--- config.mk ---
export PLATFORM = sky130hd
export DESIGN_NAME = serial_packet_deframer_top
export DESIGN_NICKNAME = d
export VERILOG_FILES = /design/src/hdl/spd_pkg.sv /design/src/hdl/serial_packet_deframer_top.sv /design/src/hdl/spd_ram.sv /design/src/hdl/spd_front.sv /design/src/hdl/spd_desc_fifo.sv /design/src/hdl/spd_back.sv
export SDC_FILE = /design/constraint.sdc
export NUM_CORES = 1
export LEC_CHECK = 0
export ABC_CLOCK_PERIOD_IN_PS = 5170
export BUFFER_PORTS_ARGS = -buffer_cell sky130_fd_sc_hd__buf_2
export CAP_MARGIN = 40
export CORE_MARGIN = 1
export CORE_UTILIZATION = 30
export DETAILED_ROUTE_END_ITERATION = 10
export RECOVER_POWER = 50
export SLEW_MARGIN = 15
export SYNTH_ARGS = -nofsm -noshare
export SYNTH_HDL_FRONTEND = slang
export SYNTH_SLANG_ARGS = --single-unit
--- constraint.sdc ---
create_clock -name clock -period 5.17 [get_ports clock]
set_clock_uncertainty 0.05 [all_clocks]
set_input_delay 0.517 -clock clock [delete_from_list [all_inputs] [get_ports clock]]
set_output_delay 0.517 -clock clock [all_outputs]
set_load 0.05 [all_outputs]
--- src/hdl/spd_pkg.sv ---
// Shared types and constants for the serial packet deframer.
// No dependencies; imported by every module of the block but spd_ram.
package spd_pkg;

   localparam int MAX_PAYLOAD = 32;           // largest frame payload, 1..63
   localparam int LEN_W       = 6;            // width of length and index fields
   localparam int BYTE_W      = 8;

   // Frame descriptors in flight; one payload bank per slot (power of two).
   localparam int DESC_DEPTH  = 2;
   localparam int DPTR_W      = (DESC_DEPTH > 1) ? $clog2(DESC_DEPTH) : 1;
   localparam int DCNT_W      = $clog2(DESC_DEPTH + 1);

   // Payload RAM: bank number above the byte index within the frame.
   localparam int PIDX_AW     = (MAX_PAYLOAD > 1) ? $clog2(MAX_PAYLOAD) : 1;
   localparam int RAM_AW      = PIDX_AW + DPTR_W;
   localparam int RAM_DEPTH   = 2 ** RAM_AW;

   // Configuration registers
   localparam int CSR_AW      = 3;
   localparam logic [7:0] SYNC_RESET    = 8'd36;   // '$'
   localparam logic [7:0] TIMEOUT_RESET = 8'd10;

   typedef enum logic {
      REG_SYNC_BYTE     = 1'b0,
      REG_TIMEOUT_TICKS = 1'b1
   } csr_reg_type;

   typedef enum logic {
      OP_BYTE = 1'b0,
      OP_TICK = 1'b1
   } op_type;

   // One accepted frame, handed from the front end to the output side.
   typedef struct packed {
      logic [BYTE_W-1:0] command;
      logic [LEN_W-1:0]  length;
      logic [DPTR_W-1:0] bank;
   } desc_type;

   // Payload RAM write request from the front end.
   typedef struct packed {
      logic              en;
      logic [RAM_AW-1:0] addr;
      logic [BYTE_W-1:0] data;
   } ram_wr_type;

endpackage

--- src/hdl/serial_packet_deframer_top.sv ---
// Serial packet deframer: top level with configuration registers.
// Depends on spd_pkg, spd_front, spd_desc_fifo, spd_back and spd_ram.
//
// Usage
//  - req_* carries one item per transfer: a received serial byte
//    (req_tuser = 0, byte in req_tdata) or a timer tick (req_tuser = 1).
//    Frames are: sync byte, command, length, payload, 8-bit additive checksum.
//  - rsp_* returns each good frame as a start item (rsp_tuser = 1, command and
//    length, payload byte zero) followed by its payload bytes; rsp_tlast
//    marks the final item. Bad, oversized or timed-out frames give nothing.
//  - csr_* is an APB-style port: sync byte at 0x0, timeout ticks at 0x4.
//    Write only while the block is idle.
// Flow
//  - req_tready is high except when two good frames still wait to be played
//    out; otherwise one transfer per cycle is taken.
//  - rsp_tvalid rises once the checksum transfer has put the frame in the
//    queue and the output side is idle. Each payload item then goes through
//    the send, RAM read and load steps; the payload RAM read is registered.
// Reset
//  - Clears the hunt state, the idle timer (so the first byte always hunts),
//    the frame queue and rsp_tvalid; restores the register defaults.
//    The payload RAM is not cleared. A stalled result holds on rsp_* while
//    the front end keeps receiving into the other payload bank.
module serial_packet_deframer_top import spd_pkg::*; (
   input  logic              clock,
   input  logic              reset,
   // input channel
   input  logic              req_tvalid,
   output logic              req_tready,
   input  logic [7:0]        req_tdata,    // [7:0] rx_byte
   input  logic              req_tuser,    // [0] operation
   // result channel
   output logic              rsp_tvalid,
   input  logic              rsp_tready,
   output logic [23:0]       rsp_tdata,    // [7:0] frame_command, [13:8] frame_length,
                                           // [21:14] payload_byte, [23:22] zero
   output logic              rsp_tuser,    // [0] packet_start
   output logic              rsp_tlast,
   // configuration
   input  logic              csr_psel,
   input  logic              csr_penable,
   input  logic              csr_pwrite,
   input  logic [CSR_AW-1:0] csr_paddr,
   input  logic [31:0]       csr_pwdata,
   output logic [31:0]       csr_prdata,
   output logic              csr_pready
);

   logic [BYTE_W-1:0] sync_ff, timeout_ff;
   logic              csr_wr;
   csr_reg_type       csr_sel;

   logic              push, pop, fifo_full, head_valid;
   desc_type          push_desc, head_desc;
   ram_wr_type        ram_wr;
   logic [RAM_AW-1:0] rd_addr;
   logic [BYTE_W-1:0] rd_data;
   logic [BYTE_W-1:0] rsp_command, rsp_payload;
   logic [LEN_W-1:0]  rsp_length;

   // Register file: decode on the word address bit only.
   assign csr_pready = 1'b1;
   assign csr_wr     = csr_psel && csr_penable && csr_pwrite && csr_pready;
   assign csr_sel    = csr_reg_type'(csr_paddr[2]);

   always_ff @(posedge clock) begin
      if (reset) begin
         sync_ff    <= SYNC_RESET;
         timeout_ff <= TIMEOUT_RESET;
      end else if (csr_wr) begin
         unique case (csr_sel)
            REG_SYNC_BYTE:     sync_ff    <= csr_pwdata[BYTE_W-1:0];
            REG_TIMEOUT_TICKS: timeout_ff <= csr_pwdata[BYTE_W-1:0];
            default: ;
         endcase
      end
   end

   always_comb begin
      unique case (csr_sel)
         REG_SYNC_BYTE:     csr_prdata = {24'd0, sync_ff};
         REG_TIMEOUT_TICKS: csr_prdata = {24'd0, timeout_ff};
         default:           csr_prdata = '0;
      endcase
   end

   // Front end: classify bytes and ticks, store payload, check the sum.
   spd_front u_front (
      .clock         (clock),
      .reset         (reset),
      .in_valid      (req_tvalid),
      .in_ready      (req_tready),
      .in_op         (req_tuser),
      .in_byte       (req_tdata),
      .sync_byte     (sync_ff),
      .timeout_ticks (timeout_ff),
      .fifo_full     (fifo_full),
      .push          (push),
      .push_desc     (push_desc),
      .ram_wr        (ram_wr)
   );

   // Payload banks, one per queue slot.
   spd_ram #(
      .WIDTH (BYTE_W),
      .DEPTH (RAM_DEPTH)
   ) u_payload_ram (
      .clock   (clock),
      .wr_en   (ram_wr.en),
      .wr_addr (ram_wr.addr),
      .wr_data (ram_wr.data),
      .rd_addr (rd_addr),
      .rd_data (rd_data)
   );

   // Queue of good frames waiting to be played out.
   spd_desc_fifo u_desc_fifo (
      .clock      (clock),
      .reset      (reset),
      .push       (push),
      .push_desc  (push_desc),
      .pop        (pop),
      .head_valid (head_valid),
      .head_desc  (head_desc),
      .full       (fifo_full)
   );

   // Output side: start item, then payload bytes from the frame's bank.
   spd_back u_back (
      .clock       (clock),
      .reset       (reset),
      .head_valid  (head_valid),
      .head_desc   (head_desc),
      .pop         (pop),
      .rd_addr     (rd_addr),
      .rd_data     (rd_data),
      .out_valid   (rsp_tvalid),
      .out_ready   (rsp_tready),
      .out_start   (rsp_tuser),
      .out_command (rsp_command),
      .out_length  (rsp_length),
      .out_payload (rsp_payload),
      .out_last    (rsp_tlast)
   );

   assign rsp_tdata = {2'b00, rsp_payload, rsp_length, rsp_command};

endmodule

--- src/hdl/spd_ram.sv ---
// Generic single-write, single-read RAM with registered read data.
// No dependencies.
module spd_ram #(
   parameter int WIDTH = 8,
   parameter int DEPTH = 64
) (
   input  logic                     clock,
   input  logic                     wr_en,
   input  logic [$clog2(DEPTH)-1:0] wr_addr,
   input  logic [WIDTH-1:0]         wr_data,
   input  logic [$clog2(DEPTH)-1:0] rd_addr,
   output logic [WIDTH-1:0]         rd_data
);

   logic [WIDTH-1:0] mem_ff [DEPTH];
   logic [WIDTH-1:0] rd_data_ff;

   always_ff @(posedge clock) begin
      if (wr_en) begin
         mem_ff[wr_addr] <= wr_data;
      end
      rd_data_ff <= mem_ff[rd_addr];
   end

   assign rd_data = rd_data_ff;

endmodule

--- src/hdl/spd_front.sv ---
// Front end: sync hunt, header capture, payload store and checksum check.
// Depends on spd_pkg; writes payload into spd_ram, pushes frames to spd_desc_fifo.
module spd_front import spd_pkg::*; (
   input  logic              clock,
   input  logic              reset,
   input  logic              in_valid,
   output logic              in_ready,
   input  logic              in_op,
   input  logic [BYTE_W-1:0] in_byte,
   input  logic [BYTE_W-1:0] sync_byte,
   input  logic [BYTE_W-1:0] timeout_ticks,
   input  logic              fifo_full,
   output logic              push,
   output desc_type          push_desc,
   output ram_wr_type        ram_wr
);

   typedef enum logic [2:0] {
      PH_HUNT = 3'd0,
      PH_CMD  = 3'd1,
      PH_LEN  = 3'd2,
      PH_DATA = 3'd3,
      PH_SUM  = 3'd4
   } phase_type;

   phase_type         phase_ff, phase_in, phase_eff;
   logic [BYTE_W-1:0] timer_ff, timer_in;
   logic [BYTE_W-1:0] cmd_ff, cmd_in;
   logic [LEN_W-1:0]  len_ff, len_in;
   logic [LEN_W-1:0]  idx_ff, idx_in, idx_inc;
   logic [BYTE_W-1:0] sum_ff, sum_in;
   logic [DPTR_W-1:0] bank_ff, bank_in;
   logic              accept;

   assign in_ready = !fifo_full;
   assign accept   = in_valid && in_ready;
   assign idx_inc  = idx_ff + 1'b1;

   assign push_desc.command = cmd_ff;
   assign push_desc.length  = len_ff;
   assign push_desc.bank    = bank_ff;

   always_comb begin
      phase_in    = phase_ff;
      timer_in    = timer_ff;
      cmd_in      = cmd_ff;
      len_in      = len_ff;
      idx_in      = idx_ff;
      sum_in      = sum_ff;
      bank_in     = bank_ff;
      push        = 1'b0;
      ram_wr.en   = 1'b0;
      ram_wr.addr = {bank_ff, idx_ff[PIDX_AW-1:0]};
      ram_wr.data = in_byte;
      phase_eff   = (timer_ff == '0) ? PH_HUNT : phase_ff;

      if (accept && in_op == OP_TICK) begin
         // count down, hold at zero
         if (timer_ff != '0) begin
            timer_in = timer_ff - 1'b1;
         end
      end else if (accept) begin
         timer_in = timeout_ticks;
         unique case (phase_eff)
            PH_CMD: begin
               cmd_in   = in_byte;
               sum_in   = sum_ff + in_byte;
               phase_in = PH_LEN;
            end
            PH_LEN: begin
               if (in_byte > BYTE_W'(MAX_PAYLOAD)) begin
                  phase_in = PH_HUNT;   // drop oversized frame
               end else begin
                  len_in   = in_byte[LEN_W-1:0];
                  sum_in   = sum_ff + in_byte;
                  phase_in = (in_byte == '0) ? PH_SUM : PH_DATA;
               end
            end
            PH_DATA: begin
               ram_wr.en = 1'b1;
               sum_in    = sum_ff + in_byte;
               idx_in    = idx_inc;
               if (idx_inc >= len_ff) begin
                  phase_in = PH_SUM;
               end
            end
            PH_SUM: begin
               if (in_byte == sum_ff) begin
                  push    = 1'b1;
                  bank_in = bank_ff + 1'b1;
               end
               phase_in = PH_HUNT;
            end
            default: begin
               phase_in = PH_HUNT;
               if (in_byte == sync_byte) begin
                  sum_in   = in_byte;
                  idx_in   = '0;
                  phase_in = PH_CMD;
               end
            end
         endcase
      end
   end

   always_ff @(posedge clock) begin
      if (reset) begin
         phase_ff <= PH_HUNT;
         timer_ff <= '0;
         cmd_ff   <= '0;
         len_ff   <= '0;
         idx_ff   <= '0;
         sum_ff   <= '0;
         bank_ff  <= '0;
      end else begin
         phase_ff <= phase_in;
         timer_ff <= timer_in;
         cmd_ff   <= cmd_in;
         len_ff   <= len_in;
         idx_ff   <= idx_in;
         sum_ff   <= sum_in;
         bank_ff  <= bank_in;
      end
   end

endmodule

--- src/hdl/spd_desc_fifo.sv ---
// Short queue of accepted frame descriptors between front end and output side.
// Depends on spd_pkg.
module spd_desc_fifo import spd_pkg::*; (
   input  logic     clock,
   input  logic     reset,
   input  logic     push,
   input  desc_type push_desc,
   input  logic     pop,
   output logic     head_valid,
   output desc_type head_desc,
   output logic     full
);

   desc_type          entries_ff [DESC_DEPTH];
   logic [DPTR_W-1:0] wr_ptr_ff, rd_ptr_ff;
   logic [DCNT_W-1:0] count_ff;

   assign head_valid = (count_ff != '0);
   assign full       = (count_ff == DCNT_W'(DESC_DEPTH));
   assign head_desc  = entries_ff[rd_ptr_ff];

   always_ff @(posedge clock) begin
      if (push) begin
         entries_ff[wr_ptr_ff] <= push_desc;
      end
      if (reset) begin
         wr_ptr_ff <= '0;
         rd_ptr_ff <= '0;
         count_ff  <= '0;
      end else begin
         if (push) begin
            wr_ptr_ff <= wr_ptr_ff + 1'b1;
         end
         if (pop) begin
            rd_ptr_ff <= rd_ptr_ff + 1'b1;
         end
         if (push && !pop) begin
            count_ff <= count_ff + 1'b1;
         end else if (pop && !push) begin
            count_ff <= count_ff - 1'b1;
         end
      end
   end

endmodule

--- src/hdl/spd_back.sv ---
// Output side: plays one frame out as a start item and its payload bytes.
// Depends on spd_pkg; reads spd_ram and the head of spd_desc_fifo.
module spd_back import spd_pkg::*; (
   input  logic              clock,
   input  logic              reset,
   input  logic              head_valid,
   input  desc_type          head_desc,
   output logic              pop,
   output logic [RAM_AW-1:0] rd_addr,
   input  logic [BYTE_W-1:0] rd_data,
   output logic              out_valid,
   input  logic              out_ready,
   output logic              out_start,
   output logic [BYTE_W-1:0] out_command,
   output logic [LEN_W-1:0]  out_length,
   output logic [BYTE_W-1:0] out_payload,
   output logic              out_last
);

   typedef enum logic [1:0] {
      ST_IDLE  = 2'd0,
      ST_SEND  = 2'd1,
      ST_FETCH = 2'd2,
      ST_LOAD  = 2'd3
   } state_type;

   state_type         state_ff;
   logic [LEN_W-1:0]  idx_ff;
   logic [LEN_W-1:0]  idx_inc;
   logic              valid_ff, start_ff, last_ff;
   logic [BYTE_W-1:0] cmd_ff, payload_ff;
   logic [LEN_W-1:0]  len_ff;
   logic              sent;

   assign idx_inc = idx_ff + 1'b1;
   assign sent    = (state_ff == ST_SEND) && out_ready;
   assign pop     = sent && last_ff;
   assign rd_addr = {head_desc.bank, idx_ff[PIDX_AW-1:0]};

   assign out_valid   = valid_ff;
   assign out_start   = start_ff;
   assign out_command = cmd_ff;
   assign out_length  = len_ff;
   assign out_payload = payload_ff;
   assign out_last    = last_ff;

   always_ff @(posedge clock) begin
      if (reset) begin
         state_ff   <= ST_IDLE;
         valid_ff   <= 1'b0;
         idx_ff     <= '0;
         start_ff   <= 1'b0;
         last_ff    <= 1'b0;
         cmd_ff     <= '0;
         len_ff     <= '0;
         payload_ff <= '0;
      end else begin
         unique case (state_ff)
            ST_IDLE: begin
               if (head_valid) begin
                  valid_ff   <= 1'b1;
                  start_ff   <= 1'b1;
                  cmd_ff     <= head_desc.command;
                  len_ff     <= head_desc.length;
                  payload_ff <= '0;
                  last_ff    <= (head_desc.length == '0);
                  idx_ff     <= '0;
                  state_ff   <= ST_SEND;
               end
            end
            ST_SEND: begin
               if (out_ready) begin
                  valid_ff <= 1'b0;
                  if (last_ff) begin
                     state_ff <= ST_IDLE;
                  end else begin
                     if (!start_ff) begin
                        idx_ff <= idx_inc;
                     end
                     state_ff <= ST_FETCH;
                  end
               end
            end
            ST_FETCH: begin
               state_ff <= ST_LOAD;   // RAM registers the byte at this edge
            end
            ST_LOAD: begin
               valid_ff   <= 1'b1;
               start_ff   <= 1'b0;
               payload_ff <= rd_data;
               last_ff    <= (idx_inc == len_ff);
               state_ff   <= ST_SEND;
            end
            default: begin
               state_ff <= ST_IDLE;
               valid_ff <= 1'b0;
            end
         endcase
      end
   end

endmodule

# Word-level counts from Yosys, hierarchy flattened
# Memories as Yosys holds them, arrays and structs flattened. A register that Yosys moved wholly into a read port is not among the register bits.
# Index checks and enable logic that the tools add are counted.
word_totals:
  register_bits: 93
  mem_bits_rw: 542
  input_bits: 51
  out_inout_bits: 61
  wordCells: 143
  n_memories: 2
mem_list:
  columns: ["name", "words", "width", "rd", "rd_clocked_by_memory_dff", "wr", "line", "rtl"]
  rows:
  - ["u_payload_ram.mem_ff", 64, 8, 1, 1, 1, "spd_ram.sv:15", "logic [WIDTH-1:0] mem_ff [DEPTH];"]
  - ["u_desc_fifo.entries_ff", 2, 15, 1, 1, 1, "spd_desc_fifo.sv:14", "desc_type entries_ff [DESC_DEPTH];"]
classes:
  addsub: 9
  order_cmp: 2
  eq_ne: 18
  n_mux: 47
  bitwise: 5
  reduce_logical: 40
ops:
  columns: ["operator", "n"]
  rows:
  - ["$pmux W32 S2", 1]
  - ["$mux W8", 6]
  - ["$mux W6", 5]
  - ["$pmux W6 S2", 2]
  - ["$pmux W8 S3", 1]
  - ["$mux W1", 17]
  - ["$eq A8 B8 Y1", 2]
  - ["$logic_not A8 Y1", 2]
  - ["$pmux W8 S2", 1]
  - ["$add A6 B1 Y6 const B", 2]
  - ["$mux W3", 4]
  - ["$ne A2 B2 Y1 const B", 6]
  - ["$pmux W3 S4", 1]
  - ["$reduce_and A2 Y1", 6]
  - ["$reduce_and A4 Y1", 3]
  - ["$reduce_bool A2 Y1", 6]
  - ["$mux W2", 5]
  - ["$reduce_and A5 Y1", 2]
  - ["$reduce_and A3 Y1", 3]
  - ["$add A8 B8 Y8", 1]
  - ["$gt A8 B6 Y1 const B", 1]
  - ["$logic_and A1 B1 Y1", 8]
  - ["$pmux W2 S4", 1]
  - ["$reduce_bool A8 Y1", 1]
  - ["other kinds (21)", 34]

# Longest topological paths before layout
# Gate-level depths: netlist of run 1.
depth:
  ltp_word: 10
  ltp_mapped: 10

# Hierarchy
# From an unflattened synthesis of run 1, not the netlist that was laid out.
hier_totals:
  hier_cells: 1627
  hier_area_um2: 26668.1
modules_own_cells:
  columns: ["mod", "n_inst", "cells_per_inst", "area_each_um2", "seq_area_each_um2"]
  rows:
  - ["spd_ram", 1, 940, 20166.8, 15534.9]
  - ["spd_front", 1, 322, 2647.5, 800.8]
  - ["spd_back", 1, 189, 1532.7, 660.6]
  - ["spd_desc_fifo", 1, 69, 1292.5, 1001.0]
  - ["serial_packet_deframer_top", 1, 107, 1028.5, 320.3]

# Worst setup path before layout of run 1
# No wires, ideal clock.
synth_timing:
  path_kind: "reg2reg"
  startpoint: "register u_desc_fifo.count_ff[0]"
  endpoint: "memory u_desc_fifo.entries_ff[0][0] (netlist bit) (enable)"
  t_arrival_ps: 2628
  required_ps: 4714
  slack_ps: 2086
  path_stages_with_launch: 6
  path_buffers: 1
  synth_period_minus_slack_ps: 3084
  cell_sequence: "dfxtp_1 nand2b_1 and3b_1 clkbuf_1 nand4_1 nor3_1"
synth_via:
  elab_chain_cells: 7
  word_cells_on_any_way: 8
synth_lines:
  columns: ["item", "line", "rtl"]
  rows:
  - ["start: declaration", "spd_desc_fifo.sv:16", "logic [DCNT_W-1:0] count_ff;"]
  - ["start signal: assignment", "spd_desc_fifo.sv:38", "count_ff <= count_ff + 1'b1;"]
  - ["start signal: assignment", "spd_desc_fifo.sv:40", "count_ff <= count_ff - 1'b1;"]
  - ["$eq A2 B2 Y1 (*)", "spd_desc_fifo.sv:19", "assign full = (count_ff == DCNT_W'(DESC_DEPTH));"]
  - ["$logic_not A1 Y1 (*)", "spd_front.sv:35", "assign in_ready = !fifo_full;"]
  - ["via req_tready", "serial_packet_deframer_top.sv:29", "output logic req_tready,"]
  - ["$logic_and A1 B1 Y1 (*)", "spd_front.sv:36", "assign accept = in_valid && in_ready;"]
  - ["$mux W1 / $logic_and A1 B1 Y1 (equally long branches)", "spd_front.sv:62, spd_front.sv:57", null]
  - ["$mux W1 (*)", "spd_front.sv:57", "if (accept && in_op == OP_TICK) begin"]
  - ["$mux W1 (*)", "spd_desc_fifo.sv:23", "if (push) begin"]
  - ["$mux W1 (not written as such) (*)", "spd_desc_fifo.sv:24", "entries_ff[wr_ptr_ff] <= push_desc;"]
  - ["end: declaration", "spd_desc_fifo.sv:14", null]
# The timed path passes the listed nets; every way through them passes the cells marked *.

# Worst setup path after layout of run 1
layout_timing:
  startpoint: "register u_front.timer_ff[0]"
  endpoint: "memory u_payload_ram.mem_ff[62][4] (enable)"
layout_via:
  elab_chain_cells: 8
layout_lines:
  columns: ["item", "line", "rtl"]
  rows:
  - ["start: declaration", "spd_front.sv:27", "logic [BYTE_W-1:0] timer_ff, timer_in;"]
  - ["start signal: assignment", "spd_front.sv:117", "timer_ff <= timer_in;"]
  - ["$logic_not A8 Y1", "spd_front.sv:55", "phase_eff = (timer_ff == '0) ? PH_HUNT : phase_ff;"]
  - ["$mux W3", "spd_front.sv:55", null]
  - ["$eq A3 B2 Y1", "spd_front.sv:64", "unique case (phase_eff)"]
  - ["$mux W1", "spd_front.sv:64", null]
  - ["$mux W1", "spd_front.sv:62", "end else if (accept) begin"]
  - ["$mux W1", "spd_front.sv:57", null]
  - ["$mux W1", "spd_ram.sv:19", "if (wr_en) begin"]
  - ["$mux W1 (not written as such)", "spd_ram.sv:20", "mem_ff[wr_addr] <= wr_data;"]
  - ["end: declaration", "spd_ram.sv:15", null]
# No other way between the ends.

==> metrics.md, run 1 <==
| Metric | Value |
|---|---|
| Initial antenna violation count | `4` |
| H-tree Lvls | `3` |
| Die height | `298 um` |
| Drt pass-1 iters | `5` |
| Synth Flop Type | `edfxtp_1` |
| Vias | `13900` |
| Max-slew violation count | `274` |
| Min Clock Period, post-route | `slightly below 4 ns` |
| Largest net degree at the start of global routing | `73` |
| Startpoint types | `flip-flop` |
| Clock slew at reported path FFs | `0.06 ns` |
| Final setup fails | `0` |
| Sequential area share after synthesis | `69.8%` |
| IO Port Bufs | `58` |
| Period utilisation layout | `76.0%` |
| Worst slew margin | `-102%` |
| GP Congestion | `0.815` |
| GRT Total Usage | `13.6%` |
| Num ports | `roughly 110` |
| Hold slack | `0.0993 ns` |
| WP data required | `5.34 ns` |
| Lkg Pwr | `slightly above 9 nW` |
| Row count | `108` |
| Floorplan die area | `0.0886 sq mm` |
| Core box area | `roughly 0.087 sq mm` |
| Failing checks | `max-capacitance violations, max-slew violations` |
| Nature of the critical path endpoint | `flip-flop` |
| Area grow syn2layout | `14.4%` |
| Cell Area, Synth | `between 0.02 and 0.03 sq mm` |
| Max incr delay on CP | `0.87 ns` |
| Max_cap viols | `6` |
| Width of the die | `~300 um` |
| PostCTS Resize Cnt | `0` |
| Setup Crit Path Kind | `flip-flop to flip-flop` |
| DRC viols | `0` |
| RSZ-0062 raised after global routing | `no` |
| Clock Sinks | `644` |
| Number of global-route vias before repair | `about 14000` |
| Pwr/cell area | `371 mW/mm^2` |
| Hold_buf cts | `0` |
| Detail Route Antenna Nets | `0` |
| Postcts setup bufs | `0` |
| Fraction of registers with async set/reset | `0%` |
| First-pass GRT wire length | `90.5 mm` |
| Peak ir drop on the vdd network | `337 uV` |
| Synth Register Bits | `644` |
| Drt wl/cell | `21.0 um` |
| Most frequent CP cell | `nor2_1` |
| Maximum clock path buffer count | `3` |
| CTS Buf Count | `68` |
| Min-Delay Path Class | `input port to flip-flop` |
| Number of diodes | `0` |
| Synth top area share | `62.1%` |
| Slowest cell on crit path | `nor2_1` |
| Worst skew pair latency | `0.61 ns` |
| Final hold vios | `0` |
| Synth unique cells | `54` |
| Via-per-instance ratio | `a little under 5` |
| CP Cell Sequence | `inv_1 -> ha_1 -> nor4b_2 -> a21oi_1 -> and3_1 -> nand2_1 -> nor2_1 -> nand3_1 -> nor2_1` |
| Number of synthesized flops with an enable pin | `542` |
| Initial core utilization | `30.3%` |
| Post-synthesis instance total | `1559` |
| Final net count | `1713` |
| Fmax | `about 0.25 GHz` |
| Layout cells sized above 1 | `19.2%` |
| Critical path arrival | `between 4 and 5 ns` |
| Leading area contributor after synthesis | `edfxtp_1` |
| Ys Warns | `0` |
| Largest cells by area after synthesis | `edfxtp_1 (62%), mux4_2 (12%), dfxtp_1 (7.8%)` |
| Worst-Margin Slew | `between 3 and 4 ns` |
| Commonest cells in the netlist | `edfxtp_1 (542), nor2_1 (181), mux4_2 (144), dfxtp_1 (102), nand2_1 (65)` |
| Avg Synthesized Cell Area | `16.8 sq um` |
| Congestion Overflow GR | `0` |
| Status | `finished with violations` |
| DP Wirelength | `37.2 mm` |
| CTS tree | `built` |
| Total wire length | `about 60 mm` |
| Drt first-iter violations | `1074` |
| CP Max Fanout | `8` |
| Setup TNS Final | `0 ns` |
| Count leader, synth | `edfxtp_1` |
| Root Driver | `clkbuf_16` |
==> path summary, 6_finish.rpt <==
path / slack (ns) / start / cells after the start / endpoint
max: 1.24 / u_front.timer_ff[0]$_SDFFE_PP0P_ / 9 / u_payload_ram.mem_ff[62][4]$_DFFE_PP_
min: 0.1 / csr_pwdata[5] / 2 / sync_ff[5]$_SDFFE_PP1P_
max reg2reg: 1.24 / u_front.timer_ff[0]$_SDFFE_PP0P_ / 9 / u_payload_ram.mem_ff[62][4]$_DFFE_PP_
min reg2reg: 0.41 / u_front.cmd_ff[0]$_SDFFE_PP0P_ / 0 / u_desc_fifo.entries_ff[1][7]$_DFFE_PP_
==> sequential cells by signal, indices dropped and copies added (netlist names), 8 cells and up, named ones only <==
| name | count |
|---|---|
| sync_ff | 8 |
| timeout_ff | 8 |
| u_back.out_command | 8 |
| u_back.out_payload | 8 |
| u_desc_fifo.entries_ff | 30 |
| u_front.cmd_ff | 8 |
| u_front.sum_ff | 8 |
| u_front.timer_ff | 8 |
| u_payload_ram.mem_ff | 512 |
| u_payload_ram.rd_data | 8 |
==> worst max-delay path, delay by kind of cell, from the launching register on <==
kind	cells	cell delay, ns
flip-flops	1	0.37
buffers and inverters	1	0.06
AND/OR/NAND/NOR	6	2.38
AO/OA/AOI/OAI	1	0.48
adder cells (fa/ha/maj)	1	0.22
==> per-layer routing <==
layer | wire length, um | GRT usage, % | up-vias
met4 | 1610 | 4.52 | 8
met3 | 4050 | 3.50 | 107
li1 | - | - | 6211
met2 | 27400 | 20.9 | 444
met1 | 26700 | 18.6 | 7162
met5 | 44 | 0 | -
==> layout make-up <==
cell class / count / area (sq um)
Fill cell: 8098 / 56600
Sequential cell: 644 / 18300
Multi-Input combinational cell: 814 / 7350
Clock buffer: 85 / 1830
Tap cell: 1155 / 1450
Timing Repair Buffer: 91 / 626
Clock inverter: 38 / 359
Inverter: 19 / 71.3
==> cells by family after synthesis <==
| logic type | Yosys count | synth area share, % |
|---|---|---|
| buffers and inverters | 126 | 2.50 |
| multiplexers | 229 | 15.7 |
| AND/OR/NAND/NOR | 347 | 5.93 |
| AO/OA/AOI/OAI | 155 | 3.72 |
| adder cells (fa/ha/maj) | 24 | 1.17 |
| other | 2 | 0.0286 |
| XOR/XNOR | 32 | 1.07 |
| flip-flops | 644 | 69.8 |
==> cell usage in the layout (no fill, tap or decap), types with 10 or more instances in the layout <==
master / synthesis / final
edfxtp_1: 542 / 542
nor2_1: 181 / 181
mux4_2: 144 / 144
dfxtp_1: 102 / 99
clkbuf_16: 0 / 71
nand2_1: 65 / 65
mux2i_1: 60 / 60
clkbuf_1: 43 / 58
a21oi_1: 47 / 47
o21ai_0: 26 / 27
conb_1: 2 / 27
mux2_2: 25 / 25
buf_2: 15 / 25
a211oi_1: 23 / 23
ha_1: 23 / 23
xnor2_1: 20 / 20
inv_1: 19 / 19
a22oi_1: 18 / 18
nand3_1: 17 / 17
nor3_1: 17 / 16
clkinv_2: 0 / 14
nand3b_1: 12 / 12
xor2_1: 12 / 12
nor2b_1: 10 / 10
o22ai_1: 10 / 10
==> per-stage QoR <==
step	utilization, %	area, sq um	setup slack [ns]	total power, W	instances
finish	34.6	30000	1.24	0.0111	2846
CTS	34.6	30000	1.33	0.0112	2840
global route	34.6	30000	0.911	0.0115	2846
global placement	32.0	27700	1.22	0.00642	2710
detailed placement	32.1	27800	1.27	0.00644	2717
floorplan	-	26300	2.09	0.00624	1584
==> report_power, final <==
group          switching, W  internal [W]  total [W]
clock               0.00201       0.00278    0.00480
sequential        0.0000424       0.00565    0.00570
combinational      0.000436      0.000199   0.000635
total               0.00249       0.00864     0.0111
Note: power is estimated with default switching activity, not from simulation.
==> run 2: changes to the inputs <==
--- a/config.mk
+++ b/config.mk
@@ -5,7 +5,7 @@
 export SDC_FILE = /design/constraint.sdc
 export NUM_CORES = 1
 export LEC_CHECK = 0
-export ABC_CLOCK_PERIOD_IN_PS = 5170
+export ABC_CLOCK_PERIOD_IN_PS = 4100
 export BUFFER_PORTS_ARGS = -buffer_cell sky130_fd_sc_hd__buf_2
 export CAP_MARGIN = 40
 export CORE_MARGIN = 1
==> constraint.sdc (replaced) <==
create_clock -name clock -period 4.1 [get_ports clock]
set_clock_uncertainty 0.05 [all_clocks]
set_input_delay 0.41 -clock clock [delete_from_list [all_inputs] [get_ports clock]]
set_output_delay 0.41 -clock clock [all_outputs]
set_load 0.05 [all_outputs]
==> metrics.md, run 2 (synthesis gave the netlist of run 1 again) <==
| Metric | Value |
|---|---|
| Status | `finished with violations` |
| Failing checks | `max-capacitance violations, max-slew violations` |
| Fmax | `about 0.29 GHz` |
| Clock slew at reported path FFs | `0.06 ns` |
| Worst skew pair latency | `just under 0.6 ns` |
| Final setup fails | `0` |
| Postcts setup bufs | `0` |
| Largest regs | `u_payload_ram.mem_ff: 512 flops, u_desc_fifo.entries_ff: 30 flops` |
| Commonest cells after routing, fill and taps aside | `edfxtp_1 (542), nor2_1 (180), mux4_2 (144)` |
| Via-per-instance ratio | `4.80` |
| Most common cell after layout, fill and taps aside | `edfxtp_1` |
| First-pass GRT wire length | `90.7 mm` |
| Die height | `298 um` |
| CP Cell Sequence | `clkbuf_1 -> clkbuf_1` |
| Detail Route Antenna Nets | `0` |
| Setup TNS Final | `0 ns` |
| Register with the most flip-flops | `u_payload_ram.mem_ff` |
| DP Cell Count | `2802` |
| Slowest cell on crit path | `clkbuf_1` |
| Maximum clock path buffer count | `3` |
| Final net count | `1797` |
| Root Driver | `clkbuf_16` |
| Final WS setup | `0.647 ns` |
| CP Max Fanout | `66` |
| Max reg flops | `512` |
| Initial core utilization | `~30%` |
| Critical path arrival | `3.34 ns` |
| Setup Crit Path Kind | `input port to flip-flop` |
| Startpoint types | `input port` |
| Worst slew margin | `-126%` |
| # fillers | `roughly 8100` |
| Initial antenna violation count | `1` |
| Layout cells sized above 1 | `22.4%` |
| Worst-Margin Slew | `3.39 ns` |
| Total wire length | `60.6 mm` |
| Most frequent CP cell | `clkbuf_1` |
| Dpl ws | `0.793 ns` |
| DRC viols | `0` |
| Non-filler instance count after layout | `2930` |
| CP bufs+invs | `2` |
| Min Clock Period, post-route | `3.45 ns` |
| Area grow syn2layout | `16.4%` |
| Row count | `108` |
| WP data required | `3.98 ns` |
| Drt pass-1 iters | `5` |
| CTS Buf Count | `67` |
| Clock Sinks | `644` |
| RSZ-0062 raised after global routing | `no` |
| Width of the die | `298 um` |
| Nature of the critical path endpoint | `flip-flop` |
| Drt wl/cell | `roughly 21 um` |
| Num ports | `112` |
| Largest net degree at the start of global routing | `70` |
| Congestion Overflow GR | `0` |
| GRT Total Usage | `13.6%` |
| Min-Delay Path Class | `input port to flip-flop` |
| Period utilisation layout | `84.2%` |
| CP top delay family | `buffers and inverters` |
| Number of global-route vias before repair | `around 14000` |
| Lkg Pwr | `between 9 and 10 nW` |
| GP Congestion | `around 0.81` |
| Number of diodes | `0` |
| DP Wirelength | `roughly 38 mm` |
| H-tree Lvls | `3` |
| Max_cap viols | `8` |
| Max-slew violation count | `423` |
| CTS tree | `built` |
| PostCTS Resize Cnt | `0` |
| Hold_buf cts | `4` |
| IO Port Bufs | `58` |
| Vias | `14100` |
| Drt first-iter violations | `1196` |
| Core box area | `0.0866 sq mm` |
| Max incr delay on CP | `2.28 ns` |
| Pwr/cell area | `458 mW/mm^2` |
| Final hold vios | `0` |
| Floorplan die area | `0.0886 sq mm` |
| Peak ir drop on the vdd network | `311 uV` |
[run 2: cell types whose count changed in the layout (fill, tap and decap cells not counted), sizes merged]
cell / previous run / this run
buf: 47 / 123
clkbuf: 129 / 142
clkinv: 28 / 21
dlygate4sd3: 0 / 4
inv: 23 / 20
clkinvlp: 1 / 2
[run 2: layout make-up]
class                   count  area [sq um]  share of cell area, %
flip-flops and latches    644         18300                   60.0
multi-input cells         814          7350                   24.1
clock buffers              93          1880                   6.15
well taps                1155          1450                   4.73
repair buffers            176          1150                   3.76
clock inverters            29           302                  0.988
inverters                  19          71.3                  0.234
[run 2: metal layers]
metal	track usage (%)	part of all wire, %	vias up
li1	-	-	6365
met1	19.2	45	7209
met5	0	0.021	-
met2	21.3	47	417
met3	2.98	6.0	83
met4	3.23	1.7	2
[run 2: metrics by stage]
stage	hold WS [ns]	power, W	cell area [sq um]	util (%)
after floorplan	0.374	0.00787	26300	-
after global placement	0.387	0.00810	28400	32.7
after detailed placement	0.395	0.00812	28400	32.8
after CTS	0.00307	0.0141	30600	35.3
after global routing	0.0258	0.0144	30500	35.2
final	0.0358	0.0140	30500	35.2
[run 2: power breakdown]
group | internal, W | leakage (nW) | total (W) | switching, W
sequential | 0.00714 | 5.71 | 0.00718 | 0.0000494
combinational | 0.000241 | 2.90 | 0.000793 | 0.000552
clock | 0.00353 | 1.06 | 0.00599 | 0.00246
total | 0.0109 | 9.67 | 0.0140 | 0.00306
[run 2: final timing paths]
kind | startpoint | to | slack (ns) | depth (start not counted)
worst max register to register | u_front.timer_ff[0]$_SDFFE_PP0P_ | u_payload_ram.mem_ff[33][1]$_DFFE_PP_ | 0.83 | 10
worst min register to register | u_front.cmd_ff[1]$_SDFFE_PP0P_ | u_desc_fifo.entries_ff[0][8]$_DFFE_PP_ | 0.41 | 0
worst max-delay path | req_tdata[0] | u_payload_ram.mem_ff[24][0]$_DFFE_PP_ | 0.65 | 2
worst min-delay path | csr_pwdata[0] | timeout_ff[0]$_SDFFE_PP0P_ | 0.04 | 3
